--- src/cdq_pkg.sv ---
// Types and constants of the circular deque
`default_nettype none

package cdq_pkg;

   localparam int VALUE_W = 32;
   localparam int CAP_W   = 5;
   localparam logic [CAP_W-1:0] CAP_RESET = 5'd16;

   typedef enum logic [1:0] {
      ACT_PUSH_FRONT = 2'd0,
      ACT_PUSH_REAR  = 2'd1,
      ACT_POP_FRONT  = 2'd2,
      ACT_POP_REAR   = 2'd3
   } action_type;

   typedef enum logic [1:0] {
      STAT_DONE      = 2'd0,
      STAT_OVERFLOW  = 2'd1,
      STAT_UNDERFLOW = 2'd2
   } status_type;

   typedef struct packed {
      action_type                 action;
      logic signed [VALUE_W-1:0]  value;
   } req_word_type;

   typedef struct packed {
      status_type                 status;
      logic                       is_empty;
      logic                       is_full;
      logic signed [VALUE_W-1:0]  front_value;
      logic signed [VALUE_W-1:0]  rear_value;
      logic                       ends_valid;
   } rsp_word_type;

   typedef enum logic [1:0] {
      ST_IDLE = 2'd0,
      ST_READ = 2'd1,
      ST_LOAD = 2'd2
   } ctrl_state_type;

   typedef struct packed {
      logic exec;
      logic load;
   } ctrl_cmd_type;

   typedef struct packed {
      logic rsp_busy;
   } dp_status_type;

endpackage

`default_nettype wire

--- src/cdq_ctrl.sv ---
// Controller state machine of the circular deque
`default_nettype none

module cdq_ctrl (
   input  wire                    clock,
   input  wire                    reset,
   input  wire                    req_valid,
   output logic                   req_ready,
   input  wire                    rsp_ready,
   input  cdq_pkg::dp_status_type dp_status,
   output cdq_pkg::ctrl_cmd_type  cmd
);
   import cdq_pkg::*;

   ctrl_state_type state_ff;
   ctrl_state_type state_in;

   always_ff @(posedge clock) begin
      if (reset) begin
         state_ff <= ST_IDLE;
      end else begin
         state_ff <= state_in;
      end
   end

   always_comb begin
      state_in  = state_ff;
      req_ready = 1'b0;
      cmd       = '0;
      case (state_ff)
         ST_IDLE: begin
            req_ready = 1'b1;
            if (req_valid) begin
               cmd.exec = 1'b1;
               state_in = ST_READ;
            end
         end
         ST_READ: begin
            state_in = ST_LOAD;
         end
         ST_LOAD: begin
            if (!dp_status.rsp_busy || rsp_ready) begin
               cmd.load = 1'b1;
               state_in = ST_IDLE;
            end
         end
         default: begin
            state_in = ST_IDLE;
         end
      endcase
   end

endmodule

`default_nettype wire

--- src/cdq_datapath.sv ---
// Datapath of the circular deque: ring memory, indices, count and result register
`default_nettype none

module cdq_datapath #(
   parameter int DEPTH = 16
) (
   input  wire                                  clock,
   input  wire                                  reset,
   input  cdq_pkg::req_word_type                req_word,
   input  wire                                  csr_wr_en,
   input  wire [cdq_pkg::CAP_W-1:0]             csr_wr_data,
   input  cdq_pkg::ctrl_cmd_type                cmd,
   output cdq_pkg::dp_status_type               dp_status,
   output logic                                 rsp_valid,
   input  wire                                  rsp_ready,
   output cdq_pkg::rsp_word_type                rsp_word
);
   import cdq_pkg::*;

   localparam int IDX_W  = (DEPTH > 1) ? $clog2(DEPTH) : 1;
   localparam int CW     = $clog2(DEPTH + 1);
   localparam int WIDE_W = (CW > CAP_W) ? CW : CAP_W;

   logic [VALUE_W-1:0] mem [DEPTH];

   logic [CAP_W-1:0]   cap_ff,   cap_in;
   logic [IDX_W-1:0]   front_ff, front_in;
   logic [IDX_W-1:0]   rear_ff,  rear_in;
   logic [CW-1:0]      count_ff, count_in;
   status_type         status_ff, status_in;
   logic               rsp_valid_ff, rsp_valid_in;
   rsp_word_type       rsp_word_ff, rsp_word_in;
   logic [VALUE_W-1:0] front_rd_ff;
   logic [VALUE_W-1:0] rear_rd_ff;

   logic [CW-1:0]      eff_cap;
   logic               is_push;
   logic               wr_en;
   logic [IDX_W-1:0]   wr_addr;
   logic               empty_now;
   logic               full_now;

   function automatic logic [IDX_W-1:0] wrap_inc(input logic [IDX_W-1:0] idx,
                                                 input logic [CW-1:0] cap);
      logic [CW-1:0] nxt;
      nxt = CW'(idx) + CW'(1);
      return (nxt >= cap) ? '0 : IDX_W'(nxt);
   endfunction

   function automatic logic [IDX_W-1:0] wrap_dec(input logic [IDX_W-1:0] idx,
                                                 input logic [CW-1:0] cap);
      if (idx == '0 || CW'(idx) >= cap) begin
         return IDX_W'(cap - CW'(1));
      end
      return idx - IDX_W'(1);
   endfunction

   always_comb begin
      if (cap_ff == '0) begin
         eff_cap = CW'(1);
      end else if (WIDE_W'(cap_ff) > WIDE_W'(DEPTH)) begin
         eff_cap = CW'(DEPTH);
      end else begin
         eff_cap = CW'(cap_ff);
      end
   end

   assign is_push   = (req_word.action == ACT_PUSH_FRONT) ||
                      (req_word.action == ACT_PUSH_REAR);
   assign empty_now = (count_ff == '0);
   assign full_now  = (count_ff >= eff_cap);

   always_comb begin
      cap_in    = cap_ff;
      front_in  = front_ff;
      rear_in   = rear_ff;
      count_in  = count_ff;
      status_in = status_ff;
      wr_en     = 1'b0;
      wr_addr   = front_ff;
      if (csr_wr_en) begin
         cap_in   = csr_wr_data;
         front_in = '0;
         rear_in  = '0;
         count_in = '0;
      end else if (cmd.exec) begin
         status_in = STAT_DONE;
         if (is_push) begin
            if (full_now) begin
               status_in = STAT_OVERFLOW;
            end else begin
               wr_en    = 1'b1;
               count_in = count_ff + CW'(1);
               if (empty_now) begin
                  front_in = '0;
                  rear_in  = '0;
                  wr_addr  = '0;
               end else if (req_word.action == ACT_PUSH_FRONT) begin
                  front_in = wrap_dec(front_ff, eff_cap);
                  wr_addr  = front_in;
               end else begin
                  rear_in = wrap_inc(rear_ff, eff_cap);
                  wr_addr = rear_in;
               end
            end
         end else begin
            if (empty_now) begin
               status_in = STAT_UNDERFLOW;
            end else if (count_ff == CW'(1)) begin
               count_in = '0;
               front_in = '0;
               rear_in  = '0;
            end else begin
               count_in = count_ff - CW'(1);
               if (req_word.action == ACT_POP_FRONT) begin
                  front_in = wrap_inc(front_ff, eff_cap);
               end else begin
                  rear_in = wrap_dec(rear_ff, eff_cap);
               end
            end
         end
      end
   end

   always_comb begin
      rsp_word_in.status      = status_ff;
      rsp_word_in.is_empty    = empty_now;
      rsp_word_in.is_full     = full_now;
      rsp_word_in.ends_valid  = !empty_now;
      rsp_word_in.front_value = empty_now ? '0 : front_rd_ff;
      rsp_word_in.rear_value  = empty_now ? '0 : rear_rd_ff;
   end

   always_comb begin
      rsp_valid_in = rsp_valid_ff;
      if (cmd.load) begin
         rsp_valid_in = 1'b1;
      end else if (rsp_ready) begin
         rsp_valid_in = 1'b0;
      end
   end

   always_ff @(posedge clock) begin
      if (reset) begin
         cap_ff       <= CAP_RESET;
         front_ff     <= '0;
         rear_ff      <= '0;
         count_ff     <= '0;
         rsp_valid_ff <= 1'b0;
      end else begin
         cap_ff       <= cap_in;
         front_ff     <= front_in;
         rear_ff      <= rear_in;
         count_ff     <= count_in;
         rsp_valid_ff <= rsp_valid_in;
      end
   end

   always_ff @(posedge clock) begin
      status_ff <= status_in;
      if (cmd.load) begin
         rsp_word_ff <= rsp_word_in;
      end
   end

   always_ff @(posedge clock) begin
      if (wr_en) begin
         mem[wr_addr] <= req_word.value;
      end
   end

   always_ff @(posedge clock) begin
      front_rd_ff <= mem[front_ff];
      rear_rd_ff  <= mem[rear_ff];
   end

   assign dp_status.rsp_busy = rsp_valid_ff;
   assign rsp_valid          = rsp_valid_ff;
   assign rsp_word           = rsp_word_ff;

endmodule

`default_nettype wire

--- src/circular_deque.sv ---
// Top level of the circular deque
// A double-ended queue of signed 32-bit words in a ring of DEPTH entries, of which the
// capacity register selects how many are used (0 acts as 1, above DEPTH acts as DEPTH).
// Each request word pushes or pops at either end and yields one response word with a
// status, the empty and full flags and the front and rear words after the action. A word
// is taken only when idle: the accepting edge updates the indices and writes the ring
// memory, the next edge reads both ends through the registered read ports, and the
// response register loads once the old one is taken or gone, which frees the input side
// while it waits. A capacity write empties the deque at once; no clearing pass follows reset.
`default_nettype none

module circular_deque #(
   parameter int DEPTH = 16
) (
   input  wire                          clock,
   input  wire                          reset,
   input  wire                          req_valid,
   output logic                         req_ready,
   input  cdq_pkg::req_word_type        req_word,
   output logic                         rsp_valid,
   input  wire                          rsp_ready,
   output cdq_pkg::rsp_word_type        rsp_word,
   input  wire                          csr_wr_en,
   input  wire [cdq_pkg::CAP_W-1:0]     csr_wr_data
);
   import cdq_pkg::*;

   ctrl_cmd_type  cmd;
   dp_status_type dp_status;

   cdq_ctrl u_cdq_ctrl (
      .clock     (clock),
      .reset     (reset),
      .req_valid (req_valid),
      .req_ready (req_ready),
      .rsp_ready (rsp_ready),
      .dp_status (dp_status),
      .cmd       (cmd)
   );

   cdq_datapath #(
      .DEPTH (DEPTH)
   ) u_cdq_datapath (
      .clock       (clock),
      .reset       (reset),
      .req_word    (req_word),
      .csr_wr_en   (csr_wr_en),
      .csr_wr_data (csr_wr_data),
      .cmd         (cmd),
      .dp_status   (dp_status),
      .rsp_valid   (rsp_valid),
      .rsp_ready   (rsp_ready),
      .rsp_word    (rsp_word)
   );

endmodule

`default_nettype wire

--- config.mk ---
export PLATFORM = sky130hd
export DESIGN_NAME = circular_deque
export DESIGN_NICKNAME = d
export VERILOG_FILES = /design/src/cdq_pkg.sv /design/src/cdq_ctrl.sv /design/src/cdq_datapath.sv /design/src/circular_deque.sv
export SDC_FILE = /design/constraint.sdc
export NUM_CORES = 1
export LEC_CHECK = 0
export BUFFER_PORTS_ARGS = -buffer_cell sky130_fd_sc_hd__buf_2
export CAP_MARGIN = 20
export CORE_MARGIN = 2
export CORE_UTILIZATION = 35
export CTS_CLUSTER_SIZE = 24
export DETAILED_ROUTE_END_ITERATION = 16
export GPL_TIMING_DRIVEN = 0
export PLACE_DENSITY = 0.52
export SLEW_MARGIN = 10
export SYNTH_ARGS = -nofsm -noshare
export SYNTH_HDL_FRONTEND = slang
export SYNTH_SLANG_ARGS = --single-unit
--- constraint.sdc ---
create_clock -name clock -period 5.7 [get_ports clock]
set_input_delay 0.285 -clock clock [delete_from_list [all_inputs] [get_ports clock]]
set_output_delay 0.285 -clock clock [all_outputs]
set_load 0.01 [all_outputs]
**Word level (Yosys, flattened, before mapping)**

Memory sizes are Yosys's and may differ from the RTL's. A register that Yosys moved wholly into a read port is not among the register bits.
Index checks and enable logic that the tools add are counted.

- $add $sub $neg: 7
- Order comparisons: 6
- Equal/unequal tests: 12
- Multiplexer cells: 65
- Bitwise gates (word level): 1
- Reduce and logical (&&, ||, !) cells: 20

Operators with widths:

| operator | number |
|---|---|
| $mux W4 | 26 |
| $mux W5 | 6 |
| $mux W1 | 28 |
| $ge A5 B5 Y1 | 3 |
| $sub A4 B1 Y4 const B | 3 |
| $add A4 B1 Y5 const B | 2 |
| $ge A4 B5 Y1 | 2 |
| $logic_not A5 Y1 | 2 |
| $reduce_and A5 Y1 | 2 |
| $logic_not A4 Y1 | 2 |
| $mux W2 | 4 |
| $ne A3 B3 Y1 const B | 2 |
| $pmux W2 S3 | 1 |
| $add A5 B1 Y5 const B | 1 |
| $eq A5 B1 Y1 const B | 1 |
| $gt A5 B5 Y1 const B | 1 |
| $sub A5 B1 Y5 const B | 1 |
| $eq A2 B1 Y1 const B | 2 |
| $eq A2 B2 Y1 const B | 2 |
| $logic_not A2 Y1 | 2 |
| $logic_or A1 B1 Y1 | 4 |
| $ne A2 B1 Y1 const B | 2 |
| $ne A2 B2 Y1 const B | 2 |
| $reduce_and A2 Y1 | 2 |
| other kinds (7) | 8 |

- Bits in registers: 92
- Memory bits (writable): 512
- Input bits: 44
- Output and inout port bits: 71
- Word-level logic and storage cells: 125
- Memories: 1

Memories:

| name | depth | width | rd ports | clocked after Yosys merged registers in | wr ports | line | source |
|---|---|---|---|---|---|---|---|
| u_cdq_datapath.mem | 16 | 32 | 2 | 2 | 1 | cdq_datapath.sv:24 | `logic [VALUE_W-1:0] mem [DEPTH];` |

**Logic depth before layout (Yosys ltp)**

- Word-level depth: 19
- Depth in mapped cells: 13
- Gate-level depth less buffers: 11

**Cells and area by module**

A second synthesis with hierarchy kept.

- Cell total of the unflattened synthesis: 1418
- Area total of the unflattened synthesis: 29208.0 um^2

By module, submodules not included:

| module | instances | cells an instance | area an instance (um^2) | sequential area each (um^2) |
|---|---|---|---|---|
| cdq_datapath | 1 | 1408 | 29106.7 | 19168.4 |
| cdq_ctrl | 1 | 10 | 101.3 | 40.0 |

**Worst setup path before layout**

No wires, ideal clock.

- Path type: flip-flop to flip-flop
- Start: register u_cdq_datapath.rear_ff[3]
- End: memory u_cdq_datapath.mem[0][0] (enable)
- Setup time: 441 ps
- Data arrival time: 4192 ps
- Required time: 5259 ps
- Path slack: 1067 ps
- Cell stages (with the launch flop): 11
- Buffers on the path: 2
- Clock period less this slack: 4633 ps
- Cells stage by stage: dfxtp_1 buf_2 buf_1 and3_1 ha_1 nand2_1 o21ai_0 nor2_1 a22oi_4 a21oi_2 nor4_2

- Longest elaborated chain between the ends: 9

Ends and longest elaborated chain:

| what | line | source |
|---|---|---|
| from (decl) | cdq_datapath.sv:28 | `logic [IDX_W-1:0] rear_ff, rear_in;` |
| from (signal assigned) | cdq_datapath.sv:153 | `rear_ff <= rear_in;` |
| $add A4 B1 Y5 * | cdq_datapath.sv:46 | `nxt = CW'(idx) + CW'(1);` |
| $ge A5 B5 Y1 | cdq_datapath.sv:47 | `return (nxt >= cap) ? '0 : IDX_W'(nxt);` |
| $mux W4 * | cdq_datapath.sv:47 |  |
| $mux W4 * | cdq_datapath.sv:98 | `end else if (req_word.action == ACT_PUSH_FRONT) begin` |
| $mux W4 * | cdq_datapath.sv:94 | `if (empty_now) begin` |
| $mux W4 * | cdq_datapath.sv:89 | `if (full_now) begin` |
| $mux W4 * | cdq_datapath.sv:88 | `if (is_push) begin` |
| $mux W4 * | cdq_datapath.sv:86 | `end else if (cmd.exec) begin` |
| $mux W4 * | cdq_datapath.sv:81 | `if (csr_wr_en) begin` |
| to (decl) | cdq_datapath.sv:24 |  |

Every way passes the cells marked *; elsewhere a longest branch is shown, timed or not.

**Worst setup path in the final report**

- Start: register u_cdq_datapath.rear_ff[2]
- End: memory u_cdq_datapath.mem[6][18] (enable)

Same word-level chain as after synthesis.

==> reports/metrics.csv <==
metric;value;unit
DR vias;15600;
ys flop type;edfxtp_1;
WL/cell;29.9;µm
critical path data arrival time;5.00;ns
worst slew pin tran;1.22;ns
Worst slew margin;19.0;%
post-layout util;42.0;%
Crit path required time;6.01;ns
GRT overflow;0;
die area;85900;µm²
Crit Path Category;flop to flop;
Worst Setup Start Kind;flop;
TritonRoute pass-1 iters;6;
async set-or-reset flop fraction in the synthesized netlist;0;%
Die W;293;µm
Post-synth EDFFs;583;
max-slew violations;0;
top cell type by total area after synthesis;edfxtp_1;
Num CTS Buffers;77;
Setup crit end kind;flop;
fin crit period;4.69;ns
crit-path cells;buf_2 > clkbuf_1 > and3_1 > ha_1 > a21oi_1 > and3_1 > o21ai_0 > o211ai_1 > a21oi_1 > or2_1 > nor3b_4 > buf_8 > buf_8;
status;finished, final reports clean;
Layout area overhead;19.3;%
initial antenna violation count;5;
pwr dens;326;nW/µm²
Post-DP HPWL;55000;µm
top cells by count, synth;583 x edfxtp_1, 320 x mux4_2, 85 x dfxtp_1;
Cells after Synth;1426;
Area contributors post-synth;edfxtp_1 60%, mux4_2 25%, dfxtp_1 5.8%, nor2b_1 1.5%, ha_1 1.4%;
sequential area share after synthesis;65.7;%
vias in the first global route;16600;
Initial Util;35.2;%
buffers and inverters on the worst path;4;
Min-Delay Path Class;input pin to flop;
max_cap viols;0;
Setup Skew;0.0254;ns
CTS tree;done;
Reg clk slew, reported paths;0.06;ns
final-report hold violation count;0;
Ports;115;
GP Congestion;0.815;
total track usage;19.8;%
layout cells sized above 1;39.4;%
IO Port Bufs;112;
post-synth top area share;59.9;%
# setup viols final;0;
Die Height;293;µm
unrepaired setup endpoints after global routing;false;
post_cts resized;0;
Max rail drop VDD;223;µV
Yosys cell types;71;
YS warnings;0;
Slowest-stage cell, CP;clkbuf_1;
area of the mapped netlist;29200;µm²
Final period util;82.3;%
First DRT Iteration DRCs;1543;
CTS Root Cell;clkbuf_16;
Top delay family on crit path;buffers and inverters;
CP Max Fanout;10;
Post-DP Area;32000;µm²
syn_area_per_cell;20.5;µm²
crit-path max cell delay;0.78;ns
row count;106;
first-pass GRT wire length;119000;µm
final antenna-violating net count;0;
final worst hold slack;0.0464;ns
clk_lat worst skew;0.62;ns
Post-CTS Setup Repair Bufs;0;
WL final;84100;µm
syn_nets;1503;
Lkg Pwr;0.0110;µW
vias per std cell;5.56;
final instance area;34900;µm²
number of synthesized register bits;668;
H-tree depth;3;
FMAX;0.213;GHz
Final nets;1743;
clk buf depth;3;
largest net degree at the start of global routing;26;
DR DRC count;0;
CTS sink cnt;668;
most common cell in the synthesized netlist;edfxtp_1;
setup TNS;0;ns
Core Region;83200;µm²
area by class of cell:
type,count,area (µm²)
Inverter,18,67.6
Sequential cell,668,19200
Tap cell,1080,1350
Buffer,92,448
Timing Repair Buffer,161,1400
Antenna cell,1,2.50
Clock inverter,41,654
Multi-Input combinational cell,648,9640
Clock buffer,101,2110
Fill cell,7182,48300
final timing paths:
kind	startpoint	slack [ns]	to	cells past startpoint
max reg2reg	u_cdq_datapath.rear_ff[2]$_SDFFE_PP0P_	1.01	u_cdq_datapath.mem[6][18]$_DFFE_PP_	13
min reg2reg	u_cdq_datapath.status_ff[1]$_SDFFCE_PN0P_	0.43	u_cdq_datapath.rsp_word[68]$_DFFE_PP_	0
min	csr_wr_en	0.05	u_cdq_datapath.cap_ff[4]$_SDFFE_PP1P_	2
max	u_cdq_datapath.rear_ff[2]$_SDFFE_PP0P_	1.01	u_cdq_datapath.mem[6][18]$_DFFE_PP_	13
cells in the final DEF, fill, tap and decap left out, types with 7 or more instances in the layout:
cell type and n:
nand2b_1 8, ha_1 33, nand2_1 22, nor2b_1 69, nor2_4 11, dfxtp_1 85
clkbuf_1 50, buf_2 141, clkinv_2 14, mux4_2 320, bufinv_16 16, buf_12 15
buf_4 9, nor2_1 33, buf_16 9, mux2i_1 7, clkbuf_16 80, buf_1 16
edfxtp_1 583, dlygate4sd3_1 7, inv_1 18, a21oi_1 18, buf_6 16, o21ai_0 17
nor3_1 8
metal layers:
metal	up-vias	routed length (µm)	global-route usage [%]
li1	6506	-	-
met1	8404	35900	27.2
met4	4	2110	6.32
met5	-	29	0
met2	592	40800	32.2
met3	126	5240	3.40
kinds of logic after synthesis:
kind of cell | after synthesis | synth area share (%)
fa+ha+maj | 33 | 1.41
flops | 668 | 65.7
compound gates | 84 | 2.09
buf+inv | 110 | 1.75
mux | 327 | 24.9
simple gates | 195 | 3.92
xor+xnor | 9 | 0.270
through the flow:
step,worst slack [ns],total power [µW],instances
after floorplan,1.07,5850,1426
after global placement,-2.98,6080,2618
after detailed placement,1.07,6100,2658
after CTS,1.06,11500,2807
after global routing,0.807,11700,2809
final,1.01,11400,2810
registers in the layout (all words and copies together), names as in the netlist:
signal and cells:
u_cdq_datapath.rear_ff 4, u_cdq_datapath.count_ff 5, u_cdq_datapath.rsp_word 69, u_cdq_datapath.status_ff 2
u_cdq_datapath.front_rd_ff 32, u_cdq_datapath.dp_status 1, u_cdq_datapath.cap_ff 5, u_cdq_ctrl.state_ff 2
u_cdq_datapath.mem 512, u_cdq_datapath.rear_rd_ff 32, u_cdq_datapath.front_ff 4
report_power, final:
part           leakage [µW]  switching, µW  total, µW  internal (µW)
combinational       0.00374            350        596            246
clock               0.00134           2020       5370           3350
sequential          0.00596           22.9       5400           5380
total                0.0110           2390      11400           8970
repair_timing:
item	CTS	global route
setup endpoints to repair	0	0
hold buffers	7	0
endpoints found under the hold margin	7	0
(Power assumes the default switching activity.)
